--- config.mk ---
export PLATFORM = sky130hd
export DESIGN_NAME = wpn_mul
export DESIGN_NICKNAME = d
export VERILOG_FILES = /design/src/rtl/wpn_pkg.sv /design/src/rtl/wpn_mul.sv
export SDC_FILE = /design/constraint.sdc
export NUM_CORES = 2
export LEC_CHECK = 0
export BUFFER_PORTS_ARGS = -buffer_cell sky130_fd_sc_hd__buf_4
export CAP_MARGIN = 0
export CORE_MARGIN = 2
export CORE_UTILIZATION = 65
export DETAILED_ROUTE_END_ITERATION = 16
export GPL_TIMING_DRIVEN = 0
export PLACE_DENSITY = 0.79
export SYNTH_ARGS = -nofsm -noshare
export SYNTH_HDL_FRONTEND = slang
export SYNTH_SLANG_ARGS = --single-unit
export TNS_END_PERCENT = 30
--- constraint.sdc ---
create_clock -name clock -period 9.2 [get_ports clock]
set_input_delay 0.46 -clock clock [delete_from_list [all_inputs] [get_ports clock]]
set_output_delay 0.46 -clock clock [all_outputs]
set_load 0.05 [all_outputs]
--- src/rtl/wpn_pkg.sv ---
`default_nettype none
package wpn_pkg;

   // Table depth default.
   localparam int WAYPOINT_DEPTH_DEF = 16;

   // Item kinds carried in the request tuser.
   localparam logic [2:0] FUNC_TICK   = 3'd0;
   localparam logic [2:0] FUNC_ADD    = 3'd1;
   localparam logic [2:0] FUNC_CLEAR  = 3'd2;
   localparam logic [2:0] FUNC_START  = 3'd3;
   localparam logic [2:0] FUNC_TARGET = 3'd4;
   localparam logic [2:0] FUNC_STOP   = 3'd5;

   // Navigation modes.
   localparam logic [1:0] MODE_IDLE    = 2'd0;
   localparam logic [1:0] MODE_MOVING  = 2'd1;
   localparam logic [1:0] MODE_AVOID   = 2'd2;
   localparam logic [1:0] MODE_REACHED = 2'd3;

   // Configuration register indexes.
   localparam logic [2:0] REG_GAIN_P     = 3'd0;
   localparam logic [2:0] REG_GAIN_I     = 3'd1;
   localparam logic [2:0] REG_GAIN_D     = 3'd2;
   localparam logic [2:0] REG_SPEED_LIM  = 3'd3;
   localparam logic [2:0] REG_SPEED_FLR  = 3'd4;
   localparam logic [2:0] REG_ARRIVE     = 3'd5;
   localparam logic [2:0] REG_OBST_LIM   = 3'd6;
   localparam logic [2:0] REG_RUN_EN     = 3'd7;

   // Fixed-point constants.
   localparam logic signed [18:0] PI_Q13      = 19'sd25736;
   localparam logic signed [18:0] TWO_PI_Q13  = 19'sd51472;
   localparam logic signed [20:0] HALF_PI_Q16 = 21'sd102944;
   localparam logic [49:0] SLOW_RANGE_SQ      = 50'd1638400;
   localparam logic signed [24:0] RECIP_FIVE  = 25'sd419431;
   localparam int CORDIC_STEPS = 16;
   localparam int SQRT_STEPS   = 11;

   // Operand and product widths of the shared multiplier.
   localparam int MUL_A_W = 33;
   localparam int MUL_B_W = 25;
   localparam int MUL_P_W = MUL_A_W + MUL_B_W;

   // Sequencer states.
   typedef enum logic [4:0] {
      ST_IDLE, ST_DECODE, ST_LOAD, ST_SQX, ST_SQY, ST_RAD, ST_CHECK, ST_CORDIC,
      ST_ERR, ST_MULP, ST_MULI, ST_MULD, ST_SUM, ST_STEER, ST_SQRT, ST_BMUL,
      ST_BDIV, ST_BASE, ST_DRIVE, ST_DONE
   } wpn_state_type;

   // Arctangent of 2^-i in rad*65536.
   function automatic logic [15:0] atan_step(input logic [3:0] i);
      logic [15:0] v;
      case (i)
         4'd0:    v = 16'd51472;
         4'd1:    v = 16'd30385;
         4'd2:    v = 16'd16055;
         4'd3:    v = 16'd8150;
         4'd4:    v = 16'd4091;
         4'd5:    v = 16'd2047;
         4'd6:    v = 16'd1024;
         4'd7:    v = 16'd512;
         4'd8:    v = 16'd256;
         4'd9:    v = 16'd128;
         4'd10:   v = 16'd64;
         4'd11:   v = 16'd32;
         4'd12:   v = 16'd16;
         4'd13:   v = 16'd8;
         4'd14:   v = 16'd4;
         default: v = 16'd2;
      endcase
      return v;
   endfunction

endpackage
`default_nettype wire

--- src/rtl/wpn_mul.sv ---
`default_nettype none
// Shared signed multiplier with a registered product.
module wpn_mul (
   input  wire logic                                  clock,
   input  wire logic signed [wpn_pkg::MUL_A_W-1:0]    mul_a,
   input  wire logic signed [wpn_pkg::MUL_B_W-1:0]    mul_b,
   output logic signed [wpn_pkg::MUL_P_W-1:0]         mul_q
);

   logic signed [wpn_pkg::MUL_P_W-1:0] prod_ff;

   // The product is registered and ready in the cycle after the operands.
   always_ff @(posedge clock) begin
      prod_ff <= wpn_pkg::MUL_P_W'(mul_a) * wpn_pkg::MUL_P_W'(mul_b);
   end

   assign mul_q = prod_ff;

endmodule
`default_nettype wire

---- Yosys cells after proc, flatten, opt, wreduce, memory -nomap -nowiden ----
Index checks and enable logic that the tools add are counted.
word-level totals
  logic and storage cells ................. 2
  bits in latches ......................... 0
  ROM bits ................................ 0
  memory bits (writable) .................. 0
  bits of input ports ..................... 59
  memories kept ........................... 0
  bits in registers ....................... 58
  output and inout port bits .............. 58
operators by class
  multiplexer cells ....................... 0
  shifts and indexed selects .............. 0
  bitwise gates (word level) .............. 0
  reduce and logical (&&, ||, !) cells .... 0
  $add $sub $neg .......................... 0
  divide/modulo/power cells ............... 0
  equality and inequality tests ........... 0
  multipliers ............................. 1
  order comparisons ....................... 0
operators by type and width
  cell                          number
  multiplier 33 x 25 -> 58 bit  1

---- Logic depth before layout (Yosys ltp) ----
  depth after elaboration ................. 1
  mapped depth ............................ 27
  depth with buffers taken out ............ 25

---- Worst setup path after synthesis ----
Ideal clock, no wire load.
  path kind ............................... input port to flip-flop
  start ................................... input mul_a[32] (netlist name)
  end ..................................... register prod_ff, in the netlist mul_q[57]
  arrival ................................. 6.712 ns
  buffers on the path ..................... 2
  stages on the path ...................... 21
  data required time ...................... 9.057 ns
  setup slack ............................. 2.345 ns
  library setup time ...................... 0.143 ns
  cell sequence ........................... clkbuf_1 nand2_1 inv_1 fa_1 fa_1 inv_1 fa_1 inv_1 fa_1 fa_1 fa_1 fa_1 ha_1 clkbuf_8 a21o_1 a21o_1 a21o_1 a21o_1 and3_1 a21oi_1 o211ai_1
between the ends
  longest elaborated chain between the ends .. 1
ends and longest elaborated chain
  what                          RTL line       text
  from (decl)                   wpn_mul.sv:5   input wire logic signed [wpn_pkg::MUL_A_W-1:0] mul_a,
  multiplier 33 x 25 -> 58 bit  wpn_mul.sv:14  prod_ff <= wpn_pkg::MUL_P_W'(mul_a) * wpn_pkg::MUL_P_W'(mul_b);
  to (signal assigned)          wpn_mul.sv:14
  to (decl)                     wpn_mul.sv:10  logic signed [wpn_pkg::MUL_P_W-1:0] prod_ff;
Every way passes these cells.

---- Final worst setup path ----
  start ................................... input mul_b[12] (netlist name)
  end ..................................... register prod_ff, in the netlist mul_q[57]
between the ends
  longest elaborated chain between the ends .. 1
ends and longest elaborated chain
  what                          RTL line       text
  from (decl)                   wpn_mul.sv:6   input wire logic signed [wpn_pkg::MUL_B_W-1:0] mul_b,
  multiplier 33 x 25 -> 58 bit  wpn_mul.sv:14
Every way passes these cells.

==> impl_metrics.json <==
{
  "outcome": "finished clean",
  "mappedNetlistNets": 4266,
  "synth_commonest_cells": "842 x fa_1, 785 x inv_1, 416 x nand2_1",
  "layout-drive-gt1-share_pct": 4.73,
  "cts_resized": 0,
  "slowest_delay_ns": 1.03,
  "cts.sinks": 58,
  "area_growth_pct": 6.59,
  "grt_max_degree": 14,
  "largest_reg_flops": 58,
  "synth_edf_count": 0,
  "avgSynthCellArea_um2": 9.42,
  "setup_ws_ns": 0.923,
  "endpoint": "mul_q[57]$_DFF_P_",
  "rsz0062_at_grt": "no",
  "yosys.area_share.simple_pct": 15.8,
  "cts_hold_buf": 0,
  "setup_viol": 0,
  "grtUsageTotal_pct": 45.3,
  "critical_path.startpoint": "mul_b[12]",
  "grt_pass1_vias": 25200,
  "core_area_um2": 45600,
  "synth_mux_area_share_pct": 0,
  "gp_congestion": 1.09,
  "maxCapViolations": 0,
  "synth_top_family_by_area": "adder cells",
  "path_cells": "buf_4 -> clkbuf_1 -> nand2_1 -> fa_1 -> fa_1 -> inv_1 -> fa_1 -> fa_1 -> fa_1 -> fa_1 -> inv_1 -> fa_1 -> inv_1 -> ha_1 -> clkbuf_1 -> a21oi_1 -> o21bai_1 -> a21o_1 -> o21ai_0 -> nand4_1 -> o21ai_1 -> o221ai_1 -> a21oi_1 -> o211ai_1",
  "htreeDepth": 3,
  "crit_family": "adder cells",
  "die_x_um": 220,
  "io_buffers": 116,
  "critical_path_class": "input port to flip-flop",
  "synth-seq-cells": 58,
  "cts_made_buffers": 9,
  "finish.utilization_pct": 70.6,
  "initial_utilization_pct": 66.3,
  "ys.warnings.count": 0,
  "synthArstFlopShare_pct": 0,
  "avgRoutedWirePerCell_um": 26.3,
  "cts_setup_buffers": 0,
  "grt.overflow.total": 0,
  "dpl.hpwl_um": 86100,
  "num_vias": 23800,
  "ys.flop_type": "dfxtp_1",
  "synthTopCellsByArea": "fa_1 56%, inv_1 9.8%, and2_1 8.5%, ha_1 6.5%, nand2_1 5.2%",
  "crit_cells": 24,
  "slew_violations": 0,
  "drtIter0Drc": 2313,
  "io_pins": 117,
  "cts_tree": "built",
  "rows": 78,
  "worstMarginPinSlew_ns": 1.37,
  "antenna_found_initial": 9,
  "multi_input_area_um2": 25400,
  "synth_top_area_share_pct": 55.8,
  "holdWs_ns": 0.521,
  "synth_xor_area_share_pct": 1.71,
  "synth_compound_area_share_pct": 4.42,
  "cts-root-buf": "clkbuf_16",
  "die_height_um": 220,
  "hold_viol_final": 0,
  "cts_buffer_depth": 2,
  "min_path_type": "input port to flip-flop",
  "cpMostUsedCell": "fa_1",
  "yosysUniqueCellTypes": 60,
  "synth_top_cell_by_area": "fa_1",
  "synth_adder_area_share_pct": 62.3,
  "fin_crit_sh_pct": 90.0,
  "register_area_um2": 1160,
  "holdPathStages": 2,
  "yosysSeqAreaShare_pct": 3.84,
  "cp-start-kind": "input port",
  "crit_arrival_ns": 8.48,
  "fin_tns_setup_ns": 0,
  "grt_pass1_wl_um": 154000,
  "synth_area_um2": 30200,
  "yosysMostFrequentCell": "fa_1",
  "max_freq_mhz": 121,
  "slew_headroom_pct": 8.86,
  "drc_errors": 0,
  "fillCellCount": 3556,
  "min_period_ns": 8.28,
  "crit_buf_inv": 6,
  "place_ws_ns": 0.964,
  "cp_max_fo": 10,
  "die-area_um2": 48200,
  "cp.required_ns": 9.40,
  "endpoint_kind": "flip-flop",
  "fin_nets": 4393,
  "viasPerCell": 6.02,
  "crit_slowest_cell": "clkbuf_1",
  "syn_inst": 3208,
  "drtAntennaViolNets": 0,
  "finalWirelength_um": 104000,
  "path_clk_slew_ns": 0.05,
  "drt-pass1-iter-count": 6
}
[layer usage]
metal	vias to the layer above	track usage [%]	part of all wire (%)
met4	6	36.7	11
met3	527	13.8	12
met2	1589	68.3	44
met1	12200	54.1	33
li1	9489	-	-
met5	-	0	0.039
[worst min-delay path by stage]
stage	to	from	slack (ns)
global route	mul_q[0]$_DFF_P_	mul_a[0]	0.50
global placement	mul_q[0]$_DFF_P_	mul_a[0]	0.86
CTS	mul_q[0]$_DFF_P_	mul_a[0]	0.50
detailed placement	mul_q[0]$_DFF_P_	mul_a[0]	0.86
floorplan	mul_q[0]$_DFF_P_	mul_a[0]	0.59
finish	mul_q[0]$_DFF_P_	mul_a[0]	0.52
[cell families (layout without fill, tap and decap cells)]
family | after synthesis | after routing
buffers and inverters | 944 | 1076
other | 0 | 7
AOI/OAI and AO/OA | 194 | 194
adders and majority gates | 999 | 999
DFF | 58 | 58
xor gates and xnor gates | 59 | 59
and+or+nand+nor | 954 | 954
[cell usage in the layout (no fill, tap or decap), types with 3 or more instances in the layout]
| cell type | n |
|---|---|
| dfxtp_1 | 58 |
| nor4_1 | 3 |
| clkbuf_1 | 148 |
| nand3_1 | 16 |
| o21ai_0 | 28 |
| buf_4 | 117 |
| ha_1 | 157 |
| a31oi_1 | 10 |
| o31ai_2 | 3 |
| nor3b_1 | 3 |
| nor3_1 | 6 |
| nand2b_1 | 11 |
| clkbuf_8 | 5 |
| nor2b_1 | 5 |
| nand2_1 | 416 |
| o21bai_1 | 15 |
| a21oi_1 | 51 |
| bufinv_16 | 3 |
| nor2_1 | 57 |
| clkbuf_16 | 9 |
| nand4_1 | 15 |
| and2_1 | 409 |
| a211oi_1 | 8 |
| o21a_1 | 5 |
| diode_2 | 7 |
| xnor2_1 | 44 |
| fa_1 | 842 |
| inv_1 | 785 |
| and3_1 | 8 |
| a21o_1 | 34 |
| o211ai_1 | 7 |
| xor2_1 | 15 |
| buf_2 | 3 |
| a211o_1 | 3 |
[final cells by class]
| type | instances | area share, % |
|---|---|---|
| plain buffers | 158 | 2.02 |
| well taps | 600 | 2.33 |
| diodes | 7 | 0.0544 |
| multi-input cells | 2206 | 79.0 |
| clock buffers | 10 | 0.742 |
| flip-flops and latches | 58 | 3.61 |
| clock inverters | 6 | 0.354 |
| inverters | 786 | 9.16 |
| repair buffers | 116 | 2.70 |
[per-stage QoR]
step,cell area [um2],std cells
finish,32200,3947
global route,32200,3940
CTS,32200,3940
detailed placement,31800,3924
global placement,31800,3924
floorplan,30200,3208
Power is left out: the tool's default activity adds up to more than one toggle a clock period on the data nets, which glitch-free logic cannot reach.
