--- src/rtl/wpn_pkg.sv ---
`default_nettype none
package wpn_pkg;

   // Table depth default.
   localparam int WAYPOINT_DEPTH_DEF = 16;

   // Item kinds carried in the request tuser.
   localparam logic [2:0] FUNC_TICK   = 3'd0;
   localparam logic [2:0] FUNC_ADD    = 3'd1;
   localparam logic [2:0] FUNC_CLEAR  = 3'd2;
   localparam logic [2:0] FUNC_START  = 3'd3;
   localparam logic [2:0] FUNC_TARGET = 3'd4;
   localparam logic [2:0] FUNC_STOP   = 3'd5;

   // Navigation modes.
   localparam logic [1:0] MODE_IDLE    = 2'd0;
   localparam logic [1:0] MODE_MOVING  = 2'd1;
   localparam logic [1:0] MODE_AVOID   = 2'd2;
   localparam logic [1:0] MODE_REACHED = 2'd3;

   // Configuration register indexes.
   localparam logic [2:0] REG_GAIN_P     = 3'd0;
   localparam logic [2:0] REG_GAIN_I     = 3'd1;
   localparam logic [2:0] REG_GAIN_D     = 3'd2;
   localparam logic [2:0] REG_SPEED_LIM  = 3'd3;
   localparam logic [2:0] REG_SPEED_FLR  = 3'd4;
   localparam logic [2:0] REG_ARRIVE     = 3'd5;
   localparam logic [2:0] REG_OBST_LIM   = 3'd6;
   localparam logic [2:0] REG_RUN_EN     = 3'd7;

   // Fixed-point constants.
   localparam logic signed [18:0] PI_Q13      = 19'sd25736;
   localparam logic signed [18:0] TWO_PI_Q13  = 19'sd51472;
   localparam logic signed [20:0] HALF_PI_Q16 = 21'sd102944;
   localparam logic [49:0] SLOW_RANGE_SQ      = 50'd1638400;
   localparam logic signed [24:0] RECIP_FIVE  = 25'sd419431;
   localparam int CORDIC_STEPS = 16;
   localparam int SQRT_STEPS   = 11;

   // Operand and product widths of the shared multiplier.
   localparam int MUL_A_W = 33;
   localparam int MUL_B_W = 25;
   localparam int MUL_P_W = MUL_A_W + MUL_B_W;

   // Sequencer states.
   typedef enum logic [4:0] {
      ST_IDLE, ST_DECODE, ST_LOAD, ST_SQX, ST_SQY, ST_RAD, ST_CHECK, ST_CORDIC,
      ST_ERR, ST_MULP, ST_MULI, ST_MULD, ST_SUM, ST_STEER, ST_SQRT, ST_BMUL,
      ST_BDIV, ST_BASE, ST_DRIVE, ST_DONE
   } wpn_state_type;

   // Arctangent of 2^-i in rad*65536.
   function automatic logic [15:0] atan_step(input logic [3:0] i);
      logic [15:0] v;
      case (i)
         4'd0:    v = 16'd51472;
         4'd1:    v = 16'd30385;
         4'd2:    v = 16'd16055;
         4'd3:    v = 16'd8150;
         4'd4:    v = 16'd4091;
         4'd5:    v = 16'd2047;
         4'd6:    v = 16'd1024;
         4'd7:    v = 16'd512;
         4'd8:    v = 16'd256;
         4'd9:    v = 16'd128;
         4'd10:   v = 16'd64;
         4'd11:   v = 16'd32;
         4'd12:   v = 16'd16;
         4'd13:   v = 16'd8;
         4'd14:   v = 16'd4;
         default: v = 16'd2;
      endcase
      return v;
   endfunction

endpackage
`default_nettype wire

--- src/rtl/wpn_cordic.sv ---
`default_nettype none
// Iterative vectoring CORDIC: one shift-add rotation per cycle, sixteen in all.
module wpn_cordic (
   input  wire logic               clock,
   input  wire logic               reset,
   input  wire logic               start,
   input  wire logic signed [24:0] dx,
   input  wire logic signed [24:0] dy,
   output logic                    done,
   output logic signed [17:0]      bearing
);

   logic signed [35:0] x_ff, y_ff, x_in, y_in, x0, y0, xs, ys;
   logic signed [20:0] z_ff, z_in, zr;
   logic [3:0]         step_ff, step_in;
   logic               run_ff, run_in, done_ff, done_in, zero_ff, zero_in;

   // Load with the quadrant pre-turn, then rotate toward the x axis.
   always_comb begin
      x0 = 36'($signed({dx, 8'b0}));
      y0 = 36'($signed({dy, 8'b0}));
      xs = x_ff >>> step_ff;
      ys = y_ff >>> step_ff;
      x_in = x_ff;
      y_in = y_ff;
      z_in = z_ff;
      step_in = step_ff;
      run_in = run_ff;
      done_in = 1'b0;
      zero_in = zero_ff;
      if (start) begin
         zero_in = (dx == 25'sd0) && (dy == 25'sd0);
         step_in = 4'd0;
         run_in = 1'b1;
         if (x0 < 0) begin
            if (y0 >= 0) begin
               x_in = y0; y_in = -x0; z_in = wpn_pkg::HALF_PI_Q16;
            end else begin
               x_in = -y0; y_in = x0; z_in = -wpn_pkg::HALF_PI_Q16;
            end
         end else begin
            x_in = x0; y_in = y0; z_in = 21'sd0;
         end
      end else if (run_ff) begin
         if (y_ff > 0) begin
            x_in = x_ff + ys;
            y_in = y_ff - xs;
            z_in = z_ff + 21'($signed({1'b0, wpn_pkg::atan_step(step_ff)}));
         end else begin
            x_in = x_ff - ys;
            y_in = y_ff + xs;
            z_in = z_ff - 21'($signed({1'b0, wpn_pkg::atan_step(step_ff)}));
         end
         step_in = step_ff + 4'd1;
         if (step_ff == 4'(wpn_pkg::CORDIC_STEPS - 1)) begin
            run_in = 1'b0;
            done_in = 1'b1;
         end
      end
   end

   always_ff @(posedge clock) begin
      if (reset) begin
         run_ff <= 1'b0;
         done_ff <= 1'b0;
      end else begin
         run_ff <= run_in;
         done_ff <= done_in;
      end
      x_ff <= x_in;
      y_ff <= y_in;
      z_ff <= z_in;
      step_ff <= step_in;
      zero_ff <= zero_in;
   end

   // Round the angle to Q3.13.
   always_comb begin
      zr = (z_ff + 21'sd4) >>> 3;
      bearing = zero_ff ? 18'sd0 : zr[17:0];
   end

   assign done = done_ff;

endmodule
`default_nettype wire

--- config.mk ---
export PLATFORM = sky130hd
export DESIGN_NAME = wpn_cordic
export DESIGN_NICKNAME = d
export VERILOG_FILES = /design/src/rtl/wpn_pkg.sv /design/src/rtl/wpn_cordic.sv
export SDC_FILE = /design/constraint.sdc
export NUM_CORES = 1
export LEC_CHECK = 0
export ABC_CLOCK_PERIOD_IN_PS = 7820
export BUFFER_PORTS_ARGS = -buffer_cell sky130_fd_sc_hd__buf_4
export CAP_MARGIN = 20
export CELL_PAD_IN_SITES_DETAIL_PLACEMENT = 0
export CELL_PAD_IN_SITES_GLOBAL_PLACEMENT = 2
export CORE_MARGIN = 3
export CORE_UTILIZATION = 40
export CTS_CLUSTER_DIAMETER = 50
export DETAILED_ROUTE_END_ITERATION = 16
export PLACE_DENSITY_LB_ADDON = 0.15
export SLEW_MARGIN = 0
export SYNTH_ARGS = -nofsm -noshare
export SYNTH_HDL_FRONTEND = slang
export SYNTH_SLANG_ARGS = --single-unit
--- constraint.sdc ---
create_clock -name clock -period 7.82 [get_ports clock]
set_input_delay 2.346 -clock clock [delete_from_list [all_inputs] [get_ports clock]]
set_output_delay 2.346 -clock clock [all_outputs]
set_load 0.01 [all_outputs]
[After elaboration in Yosys (flattened, before gate mapping)]
Memory sizes are Yosys's and may differ from the RTL's. A register that Yosys moved wholly into a read port is not among the register bits.
Cells that the tools add are included.
Operators by class
  $add $sub $neg: 10
  magnitude comparators: 3
  equal/unequal tests: 1
  shift operators: 2
  multiplexer cells: 30
  bitwise logic cells: 1
  reductions and logical operators: 5
Operators by type and width (count)
  $mux 36: 10
  $mux 21: 5
  $mux 16: 6
  $add 36x36->36: 2
  $neg 33->36: 2
  $sshr 36x4->36: 2
  $sub 36x36->36: 2
  $logic_not 25->1: 2
  $gt 36x1->1 const B: 1
  $ge 33x1->1 const B: 1
  $lt 33x1->1 const B: 1
  $add 21x17->21: 1
  $add 21x4->21 const B: 1
  $sub 21x17->21: 1
  $mux 18: 1
  $mux 4: 4
  $add 4x1->4 const B: 1
  $eq 4x4->1 const B: 1
  $mux 1: 4
  $reduce_or 3->1: 1
  $reduce_bool 2->1: 1
  $logic_and 1x1->1: 1
  $not 1->1: 1
Storage, ports and cells
  register bits after elaboration: 100
  memory bits (read-only): 512
  input port bits: 53
  word-level logic and storage cells: 61
  memories kept: 2
Memory list
  (name not given): words 16, bits a word 16, rd ports 1, clocked after memory_dff 1, write ports 0, line wpn_pkg.sv:55  | case (i)
  (name not given): words 16, bits a word 16, rd ports 1, clocked after memory_dff 1, write ports 0, line wpn_pkg.sv:55

[Longest topological paths before layout]
  word-level depth: 8
  depth in mapped cells: 28

[Worst setup path after synthesis]
Ideal clock, no wire load.
  path kind: flip-flop to flip-flop
  start point: register step_ff[2]
  end point: register y_ff[34], data pin
  library setup time: 0.135 ns
  data arrival time: 5.796 ns
  path slack: 1.889 ns
  stages on the path, launching flop included: 27
  path buffers: 7
  cells stage by stage: dfxtp_1 > buf_2 > buf_1 > clkbuf_1 > clkbuf_1 > clkbuf_1 > clkbuf_1 > clkbuf_1 > nand3_1 > o21ai_0 > ha_1 > nor2b_1 > and2_1 > nand4b_1 > o31ai_1 > xnor2_1 > ha_1 > a21o_1 > a21o_1 > a21oi_1 > nor2b_1 > a311oi_1 > a21bo_2 > a211oi_1 > nor2_1 > or4_1 > nand3_1
On the way
  longest elaborated chain between the ends: 5
  elaborated cells between the ends (all ways): 6
Ends and longest elaborated chain
  start: declaration: line wpn_cordic.sv:15  | logic [3:0] step_ff, step_in;
  start signal: assignment: line wpn_cordic.sv:73  | step_ff <= step_in;
  $sshr 36x4->36 (*): line wpn_cordic.sv:22  | xs = x_ff >>> step_ff;
  $add 36x36->36 or $sub 36x36->36 (tied branches): line wpn_cordic.sv:51, wpn_cordic.sv:47
  $mux 36 (*): line wpn_cordic.sv:45  | if (y_ff > 0) begin
  $mux 36 (*): line wpn_cordic.sv:44  | end else if (run_ff) begin
  $mux 36 (*): line wpn_cordic.sv:31  | if (start) begin
  via y_in[34]: line wpn_cordic.sv:13  | logic signed [35:0] x_ff, y_ff, x_in, y_in, x0, y0, xs, ys;
  end signal: assignment: line wpn_cordic.sv:71  | y_ff <= y_in;
  end: declaration: line wpn_cordic.sv:13
The timed path passes the listed nets; every way through them passes the cells marked *. The select of a mux whose other input is x is not followed.
A chain may end at the register's enable or synchronous reset.

[Worst setup path after layout]
  start point: register step_ff[1]
  end point: register x_ff[34], data pin
On the way
  longest elaborated chain between the ends: 5
  elaborated cells between the ends (all ways): 6
Ends and longest elaborated chain
  $sshr 36x4->36 (*): line wpn_cordic.sv:23  | ys = y_ff >>> step_ff;
  $sub 36x36->36 or $add 36x36->36 (tied branches): line wpn_cordic.sv:50, wpn_cordic.sv:46
  $mux 36 (*): line wpn_cordic.sv:45
  $mux 36 (*): line wpn_cordic.sv:44
  $mux 36 (*): line wpn_cordic.sv:31
  via x_in[34]: line wpn_cordic.sv:13
  end signal: assignment: line wpn_cordic.sv:70  | x_ff <= x_in;
  end: declaration: line wpn_cordic.sv:13
Marked as above.

==> run_results.csv <==
group,metric,value,unit
flow_run,max_cap_viol_count,0,
synthesis,synth_top_area_share,16.7,%
synthesis,syn_nets,2126,
synthesis,yosysTopAreaCell,"edfxtp_1",
clocking,clock_latency,460,ps
synthesis,synth_area_leaders,"edfxtp_1 17%, mux4_2 12%, ha_1 7.8%",
global_routing,grt_max_degree,100,
cells_and_area,multiInputGateArea,12900,µm²
clocking,cts_resized,0,
sta,rsz0062_at_grt,"false",
cells_and_area,area_growth,8.43,%
cells_and_area,final_common_cell,"nand2_1",
worst_setup_path,setup.worst_path.class,"register to register",
sta,finalHoldViolCount,0,
clocking,cts_made_buffers,17,
clocking,postCtsHoldBufs,0,
synthesis,ys_seq_area_share,19.3,%
cells_and_area,seq_area,3280,µm²
floorplanning,placementRows,74,
global_routing,grt-ovfl-total,0,
sta,setup_viol,0,
sta,fin_tns_setup,0,ps
placed_design,place_hpwl,45100,µm
synthesis,synth_area_per_cell,8.61,µm²
sta,max_freq,145,MHz
cells_and_area,final_cell_mix,"167 x nand2_1, 154 x nor2_1, 138 x o21ai_0, 129 x a21oi_1, 106 x ha_1",
sta,max_slew_margin,36.6,%
clocking,cts_root_buffer,"clkbuf_16",
clocking,clockBufferDepth,2,
floorplanning,core_area,41300,µm²
placed_design,io_buffers,71,
cells_and_area,fin_area,18300,µm²
sta,tightestPinTransition,951,ps
worst_setup_path,endpoint_kind,"register",
worst_hold_path,hold_class,"register to register",
clocking,clock-sinks,116,
sta,finalWorstSetupSlack,913,ps
floorplanning,io_pins,72,
cells_and_area,drive_above_1_share,14.4,%
worst_setup_path,cp-startpoint,"step_ff[1]",
synthesis,synth.distinct_cells,87,
synthesis,synth_cells,1964,
drt,vias,15600,
cells_and_area,nFillCells,4121,
drt,drc,0,
drt,dr.pass1.iters,5,
clocking,clk_pin_slew,60,ps
floorplanning,die_h,212,µm
floorplanning,die_w,212,µm
worst_setup_path,cp_data_required_time,8040,ps
clocking,cts_tree,"built",
worst_setup_path,crit_fanout,42,
global_routing,antenna_found_initial,2,
placed_design,globalplace.congestion,0.924,
drt,wire_per_inst,22.9,µm
worst_hold_path,worstHoldStart,"run_ff",
drt,wl_met3,3990,µm
drt,avgViaCountPerCell,6.20,
placed_design,place_area,17800,µm²
drt,wl_met1,25800,µm
drt,topRoutingLayerUsed,"met5",
worst_setup_path,rr_startpoint,"step_ff[1]",
placed_design,pre_cts_ws,994,ps
run_status,run_status,"finished clean",
sta,slew_violations,0,
synthesis,yosysWarnings,0,
drt,drtAntennaViolNets,0,
global_routing,track_usage,25.8,%
synthesis,synthArstFlopShare,0,%
synthesis,synth-seq-cells,116,
clocking,h-tree-depth,4,
synthesis,syn_area,16900,µm²
clocking,cts_setup_buffers,0,
sta,clock_skew,13.7,ps
drt,drt-initial-drc-count,1492,
sta,fin_crit,6910,ps
synthesis,synth_edf_count,94,
synthesis,synth_ff_type,"edfxtp_1",
drt,drt-total-wl,57600,µm
worst_setup_path,cp.arrival,7120,ps
worst_setup_path,start_kind,"register",
floorplanning,floorplan.die_area,44800,µm²
floorplanning,start_util,40.9,%
drt,met2_length,26700,µm
global_routing,grt_pass1_vias,15100,
cells_and_area,finalNetCount,2127,
global_routing,grt_pass1_wl,89100,µm
sta,period_share,88.3,%
cells_and_area,antenna_cells,0,
[layout make-up]
cell class	count	share of cell area, %
Clock buffer	21	2.57
Clock inverter	11	0.409
Inverter	67	1.39
Multi-Input combinational cell	1671	70.4
Sequential cell	116	17.9
Tap cell	532	3.63
Timing Repair Buffer	92	3.77
[kinds of logic (layout without fill, tap and decap cells)]
family / after synthesis / in the layout / share of synthesized area (%)
multiplexers: 204 / 204 / 19.0
XOR/XNOR: 199 / 199 / 10.3
AO/OA/AOI/OAI: 564 / 564 / 21.3
adder cells (fa/ha/maj): 109 / 109 / 8.20
buffers and inverters: 177 / 191 / 4.45
flip-flops: 116 / 116 / 19.3
AND/OR/NAND/NOR: 595 / 595 / 17.4
[synth_stat cells (31+ instances only)]
cell / count
ha_1: 106
mux4_2: 87
nor3_1: 39
inv_1: 64
a21o_1: 40
o31ai_1: 39
mux2_2: 31
nor2_1: 155
mux2i_1: 69
clkbuf_1: 66
nand3_1: 46
nand2_1: 167
o21ai_0: 138
o211ai_1: 55
xnor2_1: 100
a21oi_1: 129
edfxtp_1: 94
xor2_1: 99
[worst paths after layout]
path,end,slack (ps),cells past startpoint
setup / recovery,x_ff[34],910,18
hold / removal,done,600,2
setup reg to reg,x_ff[34],910,18
hold reg to reg,done,600,2
[per-stage QoR]
step	util [%]	cells	hold slack, ps
2_1_floorplan	-	1964	607
3_3_place_gp	43.1	2478	577
3_5_place_dp	43.1	2478	589
4_1_cts	44.4	2510	602
5_1_grt	44.4	2510	629
6_report	44.4	2510	602
[critical path: stages (launching register included)]
cell	delay, ps
dfxtp_4	780
buf_4	570
mux4_2	620
mux2_1	350
mux2i_1	260
nor4b_1	370
nand4_1	350
or2_1	390
o21ai_0	240
xor2_1	120
ha_1	380
nand3_1	130
nor4_1	640
nand2_1	160
a21oi_1	380
nor2_1	140
a21oi_1	300
a31oi_1	150
mux2_2	280
[layer usage]
| metal | up-vias | global-route usage, % |
|---|---|---|
| met5 | - | 0 |
| met4 | 2 | 6.40 |
| met3 | 77 | 5.84 |
| met2 | 544 | 41.4 |
| met1 | 7510 | 35.3 |
| li1 | 7436 | - |
Power is not shown: default switching activity piles up to over one toggle a cycle in this logic, so the estimate is an artifact.
